[src/hdl/fir_pkg.sv]
// Package for the 16-bit FIR filter.
// Holds the shared widths, request codes and the control and status structs
// between the sequencer and the multiply-accumulate datapath. No dependencies.
package fir_pkg;

  localparam int DATA_W       = 16;
  localparam int SHIFT_W      = 6;
  localparam int COEF_IDX_W   = 6;
  localparam int TAPS_DEFAULT = 64;

  localparam logic [SHIFT_W-1:0] SHIFT_RESET = 6'd16;

  // Request codes carried in req_type.
  localparam logic REQ_SAMPLE = 1'b0;
  localparam logic REQ_COEF   = 1'b1;

  // One tap issued to the datapath.
  typedef struct packed {
    logic vld;
    logic first;
    logic last;
  } fir_mac_ctl_t;

  // Datapath status: done holds once the last product has been summed.
  typedef struct packed {
    logic              done;
    logic [DATA_W-1:0] result;
  } fir_mac_sts_t;

endpackage

[src/hdl/fir_in_if.sv]
// Request channel of the FIR filter: sample items and coefficient writes.
// Depends on fir_pkg.
interface fir_in_if import fir_pkg::*; ();
  logic                         valid;
  logic                         ready;
  logic                         req_type;
  logic signed [DATA_W-1:0]     sample_in;
  logic        [COEF_IDX_W-1:0] coef_index;
  logic signed [DATA_W-1:0]     coef_value;

  modport source (output valid, req_type, sample_in, coef_index, coef_value, input ready);
  modport sink   (input valid, req_type, sample_in, coef_index, coef_value, output ready);
endinterface

[src/hdl/fir_out_if.sv]
// Result channel of the FIR filter: one filtered sample per sample item.
// Depends on fir_pkg.
interface fir_out_if import fir_pkg::*; ();
  logic                     valid;
  logic                     ready;
  logic signed [DATA_W-1:0] filtered;

  modport source (output valid, filtered, input ready);
  modport sink   (input valid, filtered, output ready);
endinterface

[src/hdl/fir_cfg_if.sv]
// Configuration write channel of the FIR filter (result shift register).
// Depends on fir_pkg.
interface fir_cfg_if import fir_pkg::*; ();
  logic               valid;
  logic               ready;
  logic [SHIFT_W-1:0] result_shift;

  modport source (output valid, result_shift, input ready);
  modport sink   (input valid, result_shift, output ready);
endinterface

[src/hdl/fir_ram.sv]
// Generic single-write, single-read RAM with a registered read port.
// No dependencies.
module fir_ram #(
  parameter int WIDTH = 16,
  parameter int DEPTH = 64,
  localparam int AW   = (DEPTH > 1) ? $clog2(DEPTH) : 1
) (
  input  logic             clk_i,
  input  logic             we_i,
  input  logic [AW-1:0]    waddr_i,
  input  logic [WIDTH-1:0] wdata_i,
  input  logic [AW-1:0]    raddr_i,
  output logic [WIDTH-1:0] rdata_o
);

  logic [WIDTH-1:0] mem_q [DEPTH];
  logic [WIDTH-1:0] rdata_q;

  always_ff @(posedge clk_i) begin
    if (we_i) begin
      mem_q[waddr_i] <= wdata_i;
    end
    rdata_q <= mem_q[raddr_i];
  end

  assign rdata_o = rdata_q;

endmodule

[src/hdl/fir_mac.sv]
// Shared multiply-accumulate datapath of the FIR filter: a registered
// multiplier, a wide accumulator and the output shift. Depends on fir_pkg.
module fir_mac import fir_pkg::*; #(
  parameter int TAPS = TAPS_DEFAULT
) (
  input  logic                     clk_i,
  input  logic                     rst_ni,
  input  fir_mac_ctl_t             ctl_i,
  input  logic signed [DATA_W-1:0] sample_i,
  input  logic signed [DATA_W-1:0] coef_i,
  input  logic [SHIFT_W-1:0]       shift_i,
  output fir_mac_sts_t             sts_o
);

  localparam int PROD_W = 2 * DATA_W;
  localparam int ACC_W  = PROD_W + $clog2(TAPS) + 1;

  fir_mac_ctl_t             rd_ctl_q;
  fir_mac_ctl_t             prod_ctl_q;
  logic signed [PROD_W-1:0] prod_q;
  logic signed [ACC_W-1:0]  acc_q;
  logic signed [ACC_W-1:0]  prod_ext;
  logic signed [ACC_W-1:0]  acc_shr;
  logic                     done_q;

  // The RAM read data lines up with the tap control in the cycle after issue.
  always_ff @(posedge clk_i or negedge rst_ni) begin
    if (!rst_ni) begin
      rd_ctl_q   <= '0;
      prod_ctl_q <= '0;
      done_q     <= 1'b0;
    end else begin
      rd_ctl_q   <= ctl_i;
      prod_ctl_q <= rd_ctl_q;
      priority if (ctl_i.vld) begin
        done_q <= 1'b0;
      end else if (prod_ctl_q.vld && prod_ctl_q.last) begin
        done_q <= 1'b1;
      end
    end
  end

  always_ff @(posedge clk_i) begin
    prod_q <= sample_i * coef_i;
    if (prod_ctl_q.vld) begin
      acc_q <= prod_ctl_q.first ? prod_ext : acc_q + prod_ext;
    end
  end

  assign prod_ext = {{(ACC_W-PROD_W){prod_q[PROD_W-1]}}, prod_q};
  assign acc_shr  = acc_q >>> shift_i;

  assign sts_o.done   = done_q;
  assign sts_o.result = acc_shr[DATA_W-1:0];

endmodule

[src/hdl/fir_ctrl.sv]
// Sequencer of the FIR filter: clearing pass after reset, request intake,
// tap issue over the delay line and coefficient RAMs, and the result register.
// Depends on fir_pkg and the channel interfaces.
module fir_ctrl import fir_pkg::*; #(
  parameter int TAPS = TAPS_DEFAULT,
  localparam int AW  = (TAPS > 1) ? $clog2(TAPS) : 1
) (
  input  logic              clk_i,
  input  logic              rst_ni,
  fir_in_if.sink            req_i,
  fir_out_if.source         res_o,
  output logic              delay_we_o,
  output logic [AW-1:0]     delay_waddr_o,
  output logic [DATA_W-1:0] delay_wdata_o,
  output logic [AW-1:0]     delay_raddr_o,
  output logic              coef_we_o,
  output logic [AW-1:0]     coef_waddr_o,
  output logic [DATA_W-1:0] coef_wdata_o,
  output logic [AW-1:0]     coef_raddr_o,
  output fir_mac_ctl_t      mac_ctl_o,
  input  fir_mac_sts_t      mac_sts_i
);

  localparam logic [1:0] ST_CLEAR = 2'd0;
  localparam logic [1:0] ST_IDLE  = 2'd1;
  localparam logic [1:0] ST_RUN   = 2'd2;
  localparam logic [1:0] ST_WAIT  = 2'd3;

  localparam logic [AW-1:0] LAST = AW'(TAPS - 1);

  logic [1:0]        state_q, state_d;
  logic [AW-1:0]     slot_q, slot_d;
  logic [AW-1:0]     pos_q, pos_d;
  logic [AW-1:0]     cnt_q, cnt_d;
  logic              out_vld_q, out_vld_d;
  logic [DATA_W-1:0] filtered_q, filtered_d;
  logic              accept;
  logic              coef_in_range;
  logic [AW-1:0]     slot_next;

  assign req_i.ready   = (state_q == ST_IDLE);
  assign accept        = req_i.valid && req_i.ready;
  assign coef_in_range = (32'(req_i.coef_index) < 32'(TAPS));
  assign slot_next     = (slot_q == LAST) ? '0 : slot_q + 1'b1;

  always_comb begin
    state_d       = state_q;
    slot_d        = slot_q;
    pos_d         = pos_q;
    cnt_d         = cnt_q;
    out_vld_d     = out_vld_q;
    filtered_d    = filtered_q;
    delay_we_o    = 1'b0;
    delay_waddr_o = slot_q;
    delay_wdata_o = req_i.sample_in;
    coef_we_o     = 1'b0;
    coef_waddr_o  = AW'(req_i.coef_index);
    coef_wdata_o  = req_i.coef_value;
    mac_ctl_o     = '0;

    if (res_o.valid && res_o.ready) begin
      out_vld_d = 1'b0;
    end

    unique case (state_q)
      ST_CLEAR: begin
        delay_we_o    = 1'b1;
        delay_waddr_o = cnt_q;
        delay_wdata_o = '0;
        coef_we_o     = 1'b1;
        coef_waddr_o  = cnt_q;
        coef_wdata_o  = '0;
        if (cnt_q == LAST) begin
          cnt_d   = '0;
          state_d = ST_IDLE;
        end else begin
          cnt_d = cnt_q + 1'b1;
        end
      end
      ST_IDLE: begin
        if (accept) begin
          if (req_i.req_type == REQ_SAMPLE) begin
            // The slot after the new sample holds the oldest one.
            delay_we_o = 1'b1;
            slot_d     = slot_next;
            pos_d      = slot_next;
            cnt_d      = '0;
            state_d    = ST_RUN;
          end else begin
            coef_we_o = coef_in_range;
          end
        end
      end
      ST_RUN: begin
        mac_ctl_o.vld   = 1'b1;
        mac_ctl_o.first = (cnt_q == '0);
        mac_ctl_o.last  = (cnt_q == LAST);
        pos_d           = (pos_q == LAST) ? '0 : pos_q + 1'b1;
        if (cnt_q == LAST) begin
          cnt_d   = '0;
          state_d = ST_WAIT;
        end else begin
          cnt_d = cnt_q + 1'b1;
        end
      end
      ST_WAIT: begin
        if (mac_sts_i.done && (!out_vld_q || res_o.ready)) begin
          out_vld_d  = 1'b1;
          filtered_d = mac_sts_i.result;
          state_d    = ST_IDLE;
        end
      end
      default: begin
        state_d = ST_IDLE;
      end
    endcase
  end

  assign delay_raddr_o = pos_q;
  assign coef_raddr_o  = cnt_q;

  always_ff @(posedge clk_i or negedge rst_ni) begin
    if (!rst_ni) begin
      state_q   <= ST_CLEAR;
      slot_q    <= '0;
      pos_q     <= '0;
      cnt_q     <= '0;
      out_vld_q <= 1'b0;
    end else begin
      state_q   <= state_d;
      slot_q    <= slot_d;
      pos_q     <= pos_d;
      cnt_q     <= cnt_d;
      out_vld_q <= out_vld_d;
    end
  end

  always_ff @(posedge clk_i) begin
    filtered_q <= filtered_d;
  end

  assign res_o.valid    = out_vld_q;
  assign res_o.filtered = filtered_q;

endmodule

[src/hdl/fir_filter_int16.sv]
// Signed 16-bit FIR filter, one multiply-accumulate per tap through a shared multiplier.
// A sample item's result goes to the output register after its tap pass; the next item
// is taken once the result sits in the output register, so one item is handled at a time.
// A coefficient write gives no result.
// After reset a clearing pass zeroes both RAMs; requests wait for it,
// configuration writes are taken at any time. The result shift resets to 16.
module fir_filter_int16 import fir_pkg::*; #(
  parameter int TAPS = TAPS_DEFAULT,
  localparam int AW  = (TAPS > 1) ? $clog2(TAPS) : 1
) (
  input  logic      clk_i,
  input  logic      rst_ni,
  fir_in_if.sink    req_i,
  fir_cfg_if.sink   cfg_i,
  fir_out_if.source res_o
);

  logic [SHIFT_W-1:0] shift_q;
  logic               delay_we;
  logic [AW-1:0]      delay_waddr;
  logic [DATA_W-1:0]  delay_wdata;
  logic [AW-1:0]      delay_raddr;
  logic [DATA_W-1:0]  delay_rdata;
  logic               coef_we;
  logic [AW-1:0]      coef_waddr;
  logic [DATA_W-1:0]  coef_wdata;
  logic [AW-1:0]      coef_raddr;
  logic [DATA_W-1:0]  coef_rdata;
  fir_mac_ctl_t       mac_ctl;
  fir_mac_sts_t       mac_sts;

  assign cfg_i.ready = 1'b1;

  always_ff @(posedge clk_i or negedge rst_ni) begin
    if (!rst_ni) begin
      shift_q <= SHIFT_RESET;
    end else if (cfg_i.valid && cfg_i.ready) begin
      shift_q <= cfg_i.result_shift;
    end
  end

  fir_ctrl #(.TAPS(TAPS)) u_ctrl (
    .clk_i         (clk_i),
    .rst_ni        (rst_ni),
    .req_i         (req_i),
    .res_o         (res_o),
    .delay_we_o    (delay_we),
    .delay_waddr_o (delay_waddr),
    .delay_wdata_o (delay_wdata),
    .delay_raddr_o (delay_raddr),
    .coef_we_o     (coef_we),
    .coef_waddr_o  (coef_waddr),
    .coef_wdata_o  (coef_wdata),
    .coef_raddr_o  (coef_raddr),
    .mac_ctl_o     (mac_ctl),
    .mac_sts_i     (mac_sts)
  );

  fir_ram #(.WIDTH(DATA_W), .DEPTH(TAPS)) u_delay_ram (
    .clk_i   (clk_i),
    .we_i    (delay_we),
    .waddr_i (delay_waddr),
    .wdata_i (delay_wdata),
    .raddr_i (delay_raddr),
    .rdata_o (delay_rdata)
  );

  fir_ram #(.WIDTH(DATA_W), .DEPTH(TAPS)) u_coef_ram (
    .clk_i   (clk_i),
    .we_i    (coef_we),
    .waddr_i (coef_waddr),
    .wdata_i (coef_wdata),
    .raddr_i (coef_raddr),
    .rdata_o (coef_rdata)
  );

  fir_mac #(.TAPS(TAPS)) u_mac (
    .clk_i    (clk_i),
    .rst_ni   (rst_ni),
    .ctl_i    (mac_ctl),
    .sample_i (delay_rdata),
    .coef_i   (coef_rdata),
    .shift_i  (shift_q),
    .sts_o    (mac_sts)
  );

  // No request is taken while taps are being issued.
  a_no_req_during_taps: assert property (@(posedge clk_i) disable iff (!rst_ni)
    mac_ctl.vld |-> !req_i.ready)
    else $error("request channel ready while taps are issued");

  // The last tap ends the issue pass.
  a_last_ends_pass: assert property (@(posedge clk_i) disable iff (!rst_ni)
    mac_ctl.vld && mac_ctl.last |=> !mac_ctl.vld)
    else $error("tap issue continued past the last tap");

  // A stale done flag is gone once a new pass has started.
  a_done_cleared: assert property (@(posedge clk_i) disable iff (!rst_ni)
    mac_ctl.vld && !mac_ctl.first |-> !mac_sts.done)
    else $error("accumulator reports done in the middle of a pass");

endmodule
[src/flat_wrapper.sv]
// flat-port wrapper written by rule: the top's interface ports become plain ports
module fir_filter_int16_flat import fir_pkg::*;
#(
  parameter int TAPS = TAPS_DEFAULT,
  localparam int AW  = (TAPS > 1) ? $clog2(TAPS) : 1
)
  (clk_i, rst_ni, req_i_valid, req_i_req_type, req_i_sample_in, req_i_coef_index, req_i_coef_value, req_i_ready, cfg_i_valid, cfg_i_result_shift, cfg_i_ready, res_o_valid, res_o_filtered, res_o_ready);
  fir_in_if req_i_i ();
  fir_cfg_if cfg_i_i ();
  fir_out_if res_o_i ();
  input  logic clk_i;
  input  logic rst_ni;
  input wire logic [$bits(req_i_i.valid)-1:0] req_i_valid;
  input wire logic [$bits(req_i_i.req_type)-1:0] req_i_req_type;
  input wire logic [$bits(req_i_i.sample_in)-1:0] req_i_sample_in;
  input wire logic [$bits(req_i_i.coef_index)-1:0] req_i_coef_index;
  input wire logic [$bits(req_i_i.coef_value)-1:0] req_i_coef_value;
  output wire logic [$bits(req_i_i.ready)-1:0] req_i_ready;
  input wire logic [$bits(cfg_i_i.valid)-1:0] cfg_i_valid;
  input wire logic [$bits(cfg_i_i.result_shift)-1:0] cfg_i_result_shift;
  output wire logic [$bits(cfg_i_i.ready)-1:0] cfg_i_ready;
  output wire logic [$bits(res_o_i.valid)-1:0] res_o_valid;
  output wire logic [$bits(res_o_i.filtered)-1:0] res_o_filtered;
  input wire logic [$bits(res_o_i.ready)-1:0] res_o_ready;
  assign req_i_i.valid = req_i_valid;
  assign req_i_i.req_type = req_i_req_type;
  assign req_i_i.sample_in = req_i_sample_in;
  assign req_i_i.coef_index = req_i_coef_index;
  assign req_i_i.coef_value = req_i_coef_value;
  assign req_i_ready = req_i_i.ready;
  assign cfg_i_i.valid = cfg_i_valid;
  assign cfg_i_i.result_shift = cfg_i_result_shift;
  assign cfg_i_ready = cfg_i_i.ready;
  assign res_o_valid = res_o_i.valid;
  assign res_o_filtered = res_o_i.filtered;
  assign res_o_i.ready = res_o_ready;
  fir_filter_int16 #(.TAPS(TAPS)) u_core (.clk_i(clk_i), .rst_ni(rst_ni), .req_i(req_i_i), .cfg_i(cfg_i_i), .res_o(res_o_i));
endmodule
[config.mk]
export PLATFORM = sky130hd
export DESIGN_NAME = fir_filter_int16_flat
export DESIGN_NICKNAME = d
export VERILOG_FILES = /design/src/hdl/fir_pkg.sv /design/src/hdl/fir_in_if.sv /design/src/hdl/fir_out_if.sv /design/src/hdl/fir_cfg_if.sv /design/src/hdl/fir_ram.sv /design/src/hdl/fir_mac.sv /design/src/hdl/fir_ctrl.sv /design/src/hdl/fir_filter_int16.sv /design/src/flat_wrapper.sv
export SDC_FILE = /design/constraint.sdc
export NUM_CORES = 2
export LEC_CHECK = 0
export ABC_AREA = 1
export BUFFER_PORTS_ARGS = -buffer_cell sky130_fd_sc_hd__buf_2
export CAP_MARGIN = 20
export CORE_MARGIN = 2
export CORE_UTILIZATION = 39
export DETAILED_ROUTE_END_ITERATION = 16
export PLACE_DENSITY_LB_ADDON = 0.25
export SLEW_MARGIN = 30
export SYNTH_ARGS = -nofsm -noshare
export SYNTH_HDL_FRONTEND = slang
export SYNTH_HIERARCHICAL = 1
export SYNTH_SLANG_ARGS = --single-unit
[constraint.sdc]
create_clock -name clk_i -period 6.23 [get_ports clk_i]
set_input_delay 0.623 -clock clk_i [delete_from_list [all_inputs] [get_ports clk_i]]
set_output_delay 0.623 -clock clk_i [all_outputs]
set_load 0.03 [all_outputs]
==> results_dict.tcl <==
set metrics [dict create \
    status "finished, final reports clean" \
    synth_edf_count 2103 \
    hold_violations 0 \
    fmax_mhz 170.5 \
    worstReg2RegEnd "u_core/u_mac/prod_q[30]$_DFF_P_" \
    htree_levels 4 \
    syn_to_final_growth_pct 11.08 \
    routabilityCongestion 0.8897 \
    nFillCells 25170 \
    ant_nets 0 \
    dieHeight_um 521.5 \
    synth_area_leaders "edfxtp_1, nand2_1, nand3_1" \
    clockBufferDepth 4 \
    wl_mm 290.8 \
    grt_pass1_wl_mm 438.1 \
    yosys.cell_types.count 50 \
    coreArea_mm2 0.2672 \
    wl_per_cell_um 21.18 \
    dpl-instance-area_mm2 0.1085 \
    drc_errors 0 \
    end_kind "flop" \
    start_util 0.3909 \
    synth_top_area_frac 0.6045 \
    fin_area_mm2 0.1160 \
    r2r_slack_ns 0.37 \
    r2r_cells 19 \
    synth-seq-area-share 0.6250 \
    fp.dieW_um 521.5 \
    max-cap-violations 0 \
    worst_slew_pin_slew_ns 1.129 \
    cp-start-kind "flop" \
    finalSetupViolations 0 \
    min_period_over_period 0.9412 \
    tritoncts "yes" \
    clkSlewWorstSetupHoldPaths_ns 0.06 \
    cts_setup_buffers 0 \
    final.min_clock_period_ns 5.864 \
    clock_skew_ns 0.05961 \
    num-nets-final 10430 \
    synthCells 9970 \
    min_from "res_o_ready" \
    worstPathRequired_ns 7.01 \
    syn_avg_cell_area_um2 10.48 \
    crit_arrival_ns 6.65 \
    grt_max_degree 258 \
    tritoncts_num_sinks 2201 \
    worst-setup-path-type "reg2reg" \
    grt_usage 0.2103 \
    io_pins 69 \
    layout_commonest_cell "nand2_1" \
    first_pass_iters 6 \
    max_slew_margin 0.2475 \
    grt_pass1_vias 69470 \
    synth-main-ff-cell "edfxtp_1" \
    slowest_stage "dfxtp_1" \
    worstSkewPairLatency_ns 0.93 \
    hold_path_class "in2reg" \
    maxSlewViolCount 0 \
    io_buffers 67 \
    drtIter0Drc 6717 \
    yosys_warnings 6 \
    grt-ovfl-total 0 \
    timing.setup.tns_ns 0 \
    hold_end "u_core/u_ctrl/res_o.valid$_DFF_PN0_" \
    num_rows 190 \
    syn_area_mm2 0.1045 \
    layout_common_cells "nand2_1, edfxtp_1, nand3_1" \
    reg2reg_from "u_core/u_delay_ram/rdata_o[12]$_DFF_P_" \
    grt_antenna_before_repair 3 \
    drive_above_1_share 0.07321 \
    clockRootBuffer "clkbuf_16" \
    post-route-util 0.4342 \
    crit_chain "nand2_1 > fa_1 > fa_1 > fa_1 > inv_1 > fa_1 > fa_1 > inv_1 > fa_1 > inv_1 > ha_1 > a21oi_1 > inv_1 > a21oi_1 > nand3_1 > nand3_1 > nand2_1 > nand2_1 > nand2_1" \
    crit_path_max_incr_delay_ns 0.89 \
    min_path_cells 4 \
    viasPerCell 5.192 \
    post-dp-hpwl_mm 170.7 \
    yosysTopAreaCell "edfxtp_1" \
    numCtsBuffers 233 \
    syn-num-nets 10410 \
    num_vias 71280 \
    die_area_mm2 0.2720 \
    crit_top_cell "fa_1" \
    async_reset_ff_frac 0.01545 \
    path_max_fanout 16 \
    rsz0062_at_grt "no" \
    ys_seq_elements 2201 \
]
[metal layers]
layer  up-vias  global-route usage  wire length [um]
met5         -                   0                 0
met4         0             0.06836              9620
met3       430             0.02309             16580
met2      2158              0.3492            139700
met1     35100              0.2885            124900
li1      33590                   -                 -
[stage by stage]
step,setup WS [ns],hold slack (ns),std cells
after floorplan,0.6908,0.3274,9970
after global placement,0.3299,0.3311,13290
after detailed placement,0.3405,0.3356,13290
after CTS,0.3126,0.01401,13730
after global routing,0.04377,0.06617,13730
final,0.3662,0.08192,13730
[final cells by class]
class / count / area, um^2 / area share
sequential: 2201 / 65310 / 0.5629
multi-input combinational: 6534 / 33630 / 0.2899
clock buffer: 274 / 6016 / 0.05185
tap: 3552 / 4444 / 0.03830
inverter: 681 / 2626 / 0.02263
timing repair buffer: 334 / 2591 / 0.02233
clock inverter: 152 / 1403 / 0.01209
antenna: 1 / 2.502 / 0.00002157
[cell usage after synthesis (40+ instances only)]
master,number
a21oi_1,80
buf_1,44
buf_2,242
buf_4,43
buf_6,103
clkbuf_1,120
dfxtp_1,64
edfxtp_1,2103
fa_1,263
ha_1,128
inv_1,666
nand2_1,3551
nand3_1,1901
nor2_1,294
o21ai_0,70
o21ai_1,40
[worst max-delay path: cells and delay by family, from the launching register on]
family | cells | cell delay, ns
buf+inv | 4 | 0.20
flops | 1 | 0.89
simple gates | 6 | 0.74
compound gates | 2 | 0.48
fa+ha+maj | 7 | 3.44
[kinds of logic after synthesis]
| logic type | count (synthesis) | share of synthesized area |
|---|---|---|
| AO/OA/AOI/OAI | 237 | 0.01268 |
| XOR/XNOR | 39 | 0.003270 |
| adder cells (fa/ha/maj) | 391 | 0.06573 |
| buffers and inverters | 1235 | 0.05658 |
| flip-flops | 2201 | 0.6250 |
| multiplexers | 2 | 0.0001917 |
| other | 1 | 0.00003590 |
| AND/OR/NAND/NOR | 5864 | 0.2365 |
[worst max-delay path by stage]
stage | from | to | slack, ns | cells past startpoint
3_3_place_gp | u_core/u_delay_ram/rdata_o[13]$_DFF_P_ | u_core/u_mac/prod_q[21]$_DFF_P_ | 0.33 | 17
6_report | u_core/u_delay_ram/rdata_o[12]$_DFF_P_ | u_core/u_mac/prod_q[30]$_DFF_P_ | 0.37 | 19
4_1_cts | u_core/u_delay_ram/rdata_o[13]$_DFF_P_ | u_core/u_mac/prod_q[21]$_DFF_P_ | 0.31 | 17
2_1_floorplan | u_core/u_coef_ram/rdata_o[3]$_DFF_P_ | u_core/u_mac/prod_q[27]$_DFF_P_ | 0.69 | 19
5_1_grt | u_core/u_delay_ram/rdata_o[13]$_DFF_P_ | u_core/u_mac/prod_q[21]$_DFF_P_ | 0.04 | 17
3_5_place_dp | u_core/u_delay_ram/rdata_o[13]$_DFF_P_ | u_core/u_mac/prod_q[21]$_DFF_P_ | 0.34 | 17
[registers in the layout, indices dropped and copies added (netlist names)]
name / cells
u_core/u_delay_ram/rdata_o: 16
u_core/u_mac/acc_q: 39
u_core/u_coef_ram/rdata_o: 16
u_core/shift_q: 6
u_core/u_ctrl/res_o.valid: 1
u_core/u_ctrl/res_o.filtered: 16
u_core/u_ctrl/slot_q: 6
u_core/u_mac/prod_ctl_q: 3
u_core/u_ctrl/coef_raddr_o: 6
u_core/u_delay_ram/mem_q: 1024
u_core/u_ctrl/delay_raddr_o: 6
u_core/u_ctrl/state_q: 2
u_core/u_mac/prod_q: 32
u_core/u_mac/rd_ctl_q: 3
u_core/u_coef_ram/mem_q: 1024
u_core/u_mac/done_q: 1
[timing repair]
| item | CTS | global route |
|---|---|---|
| setup endpoints to repair | 0 | 1 |
| endpoints found under the hold margin | 39 | 0 |
| resized for setup | 0 | 1 |
| hold buffers | 14 | 0 |
Power is left out: the tool's default activity adds up to more than one toggle a clock period on the data nets, which glitch-free logic cannot reach.
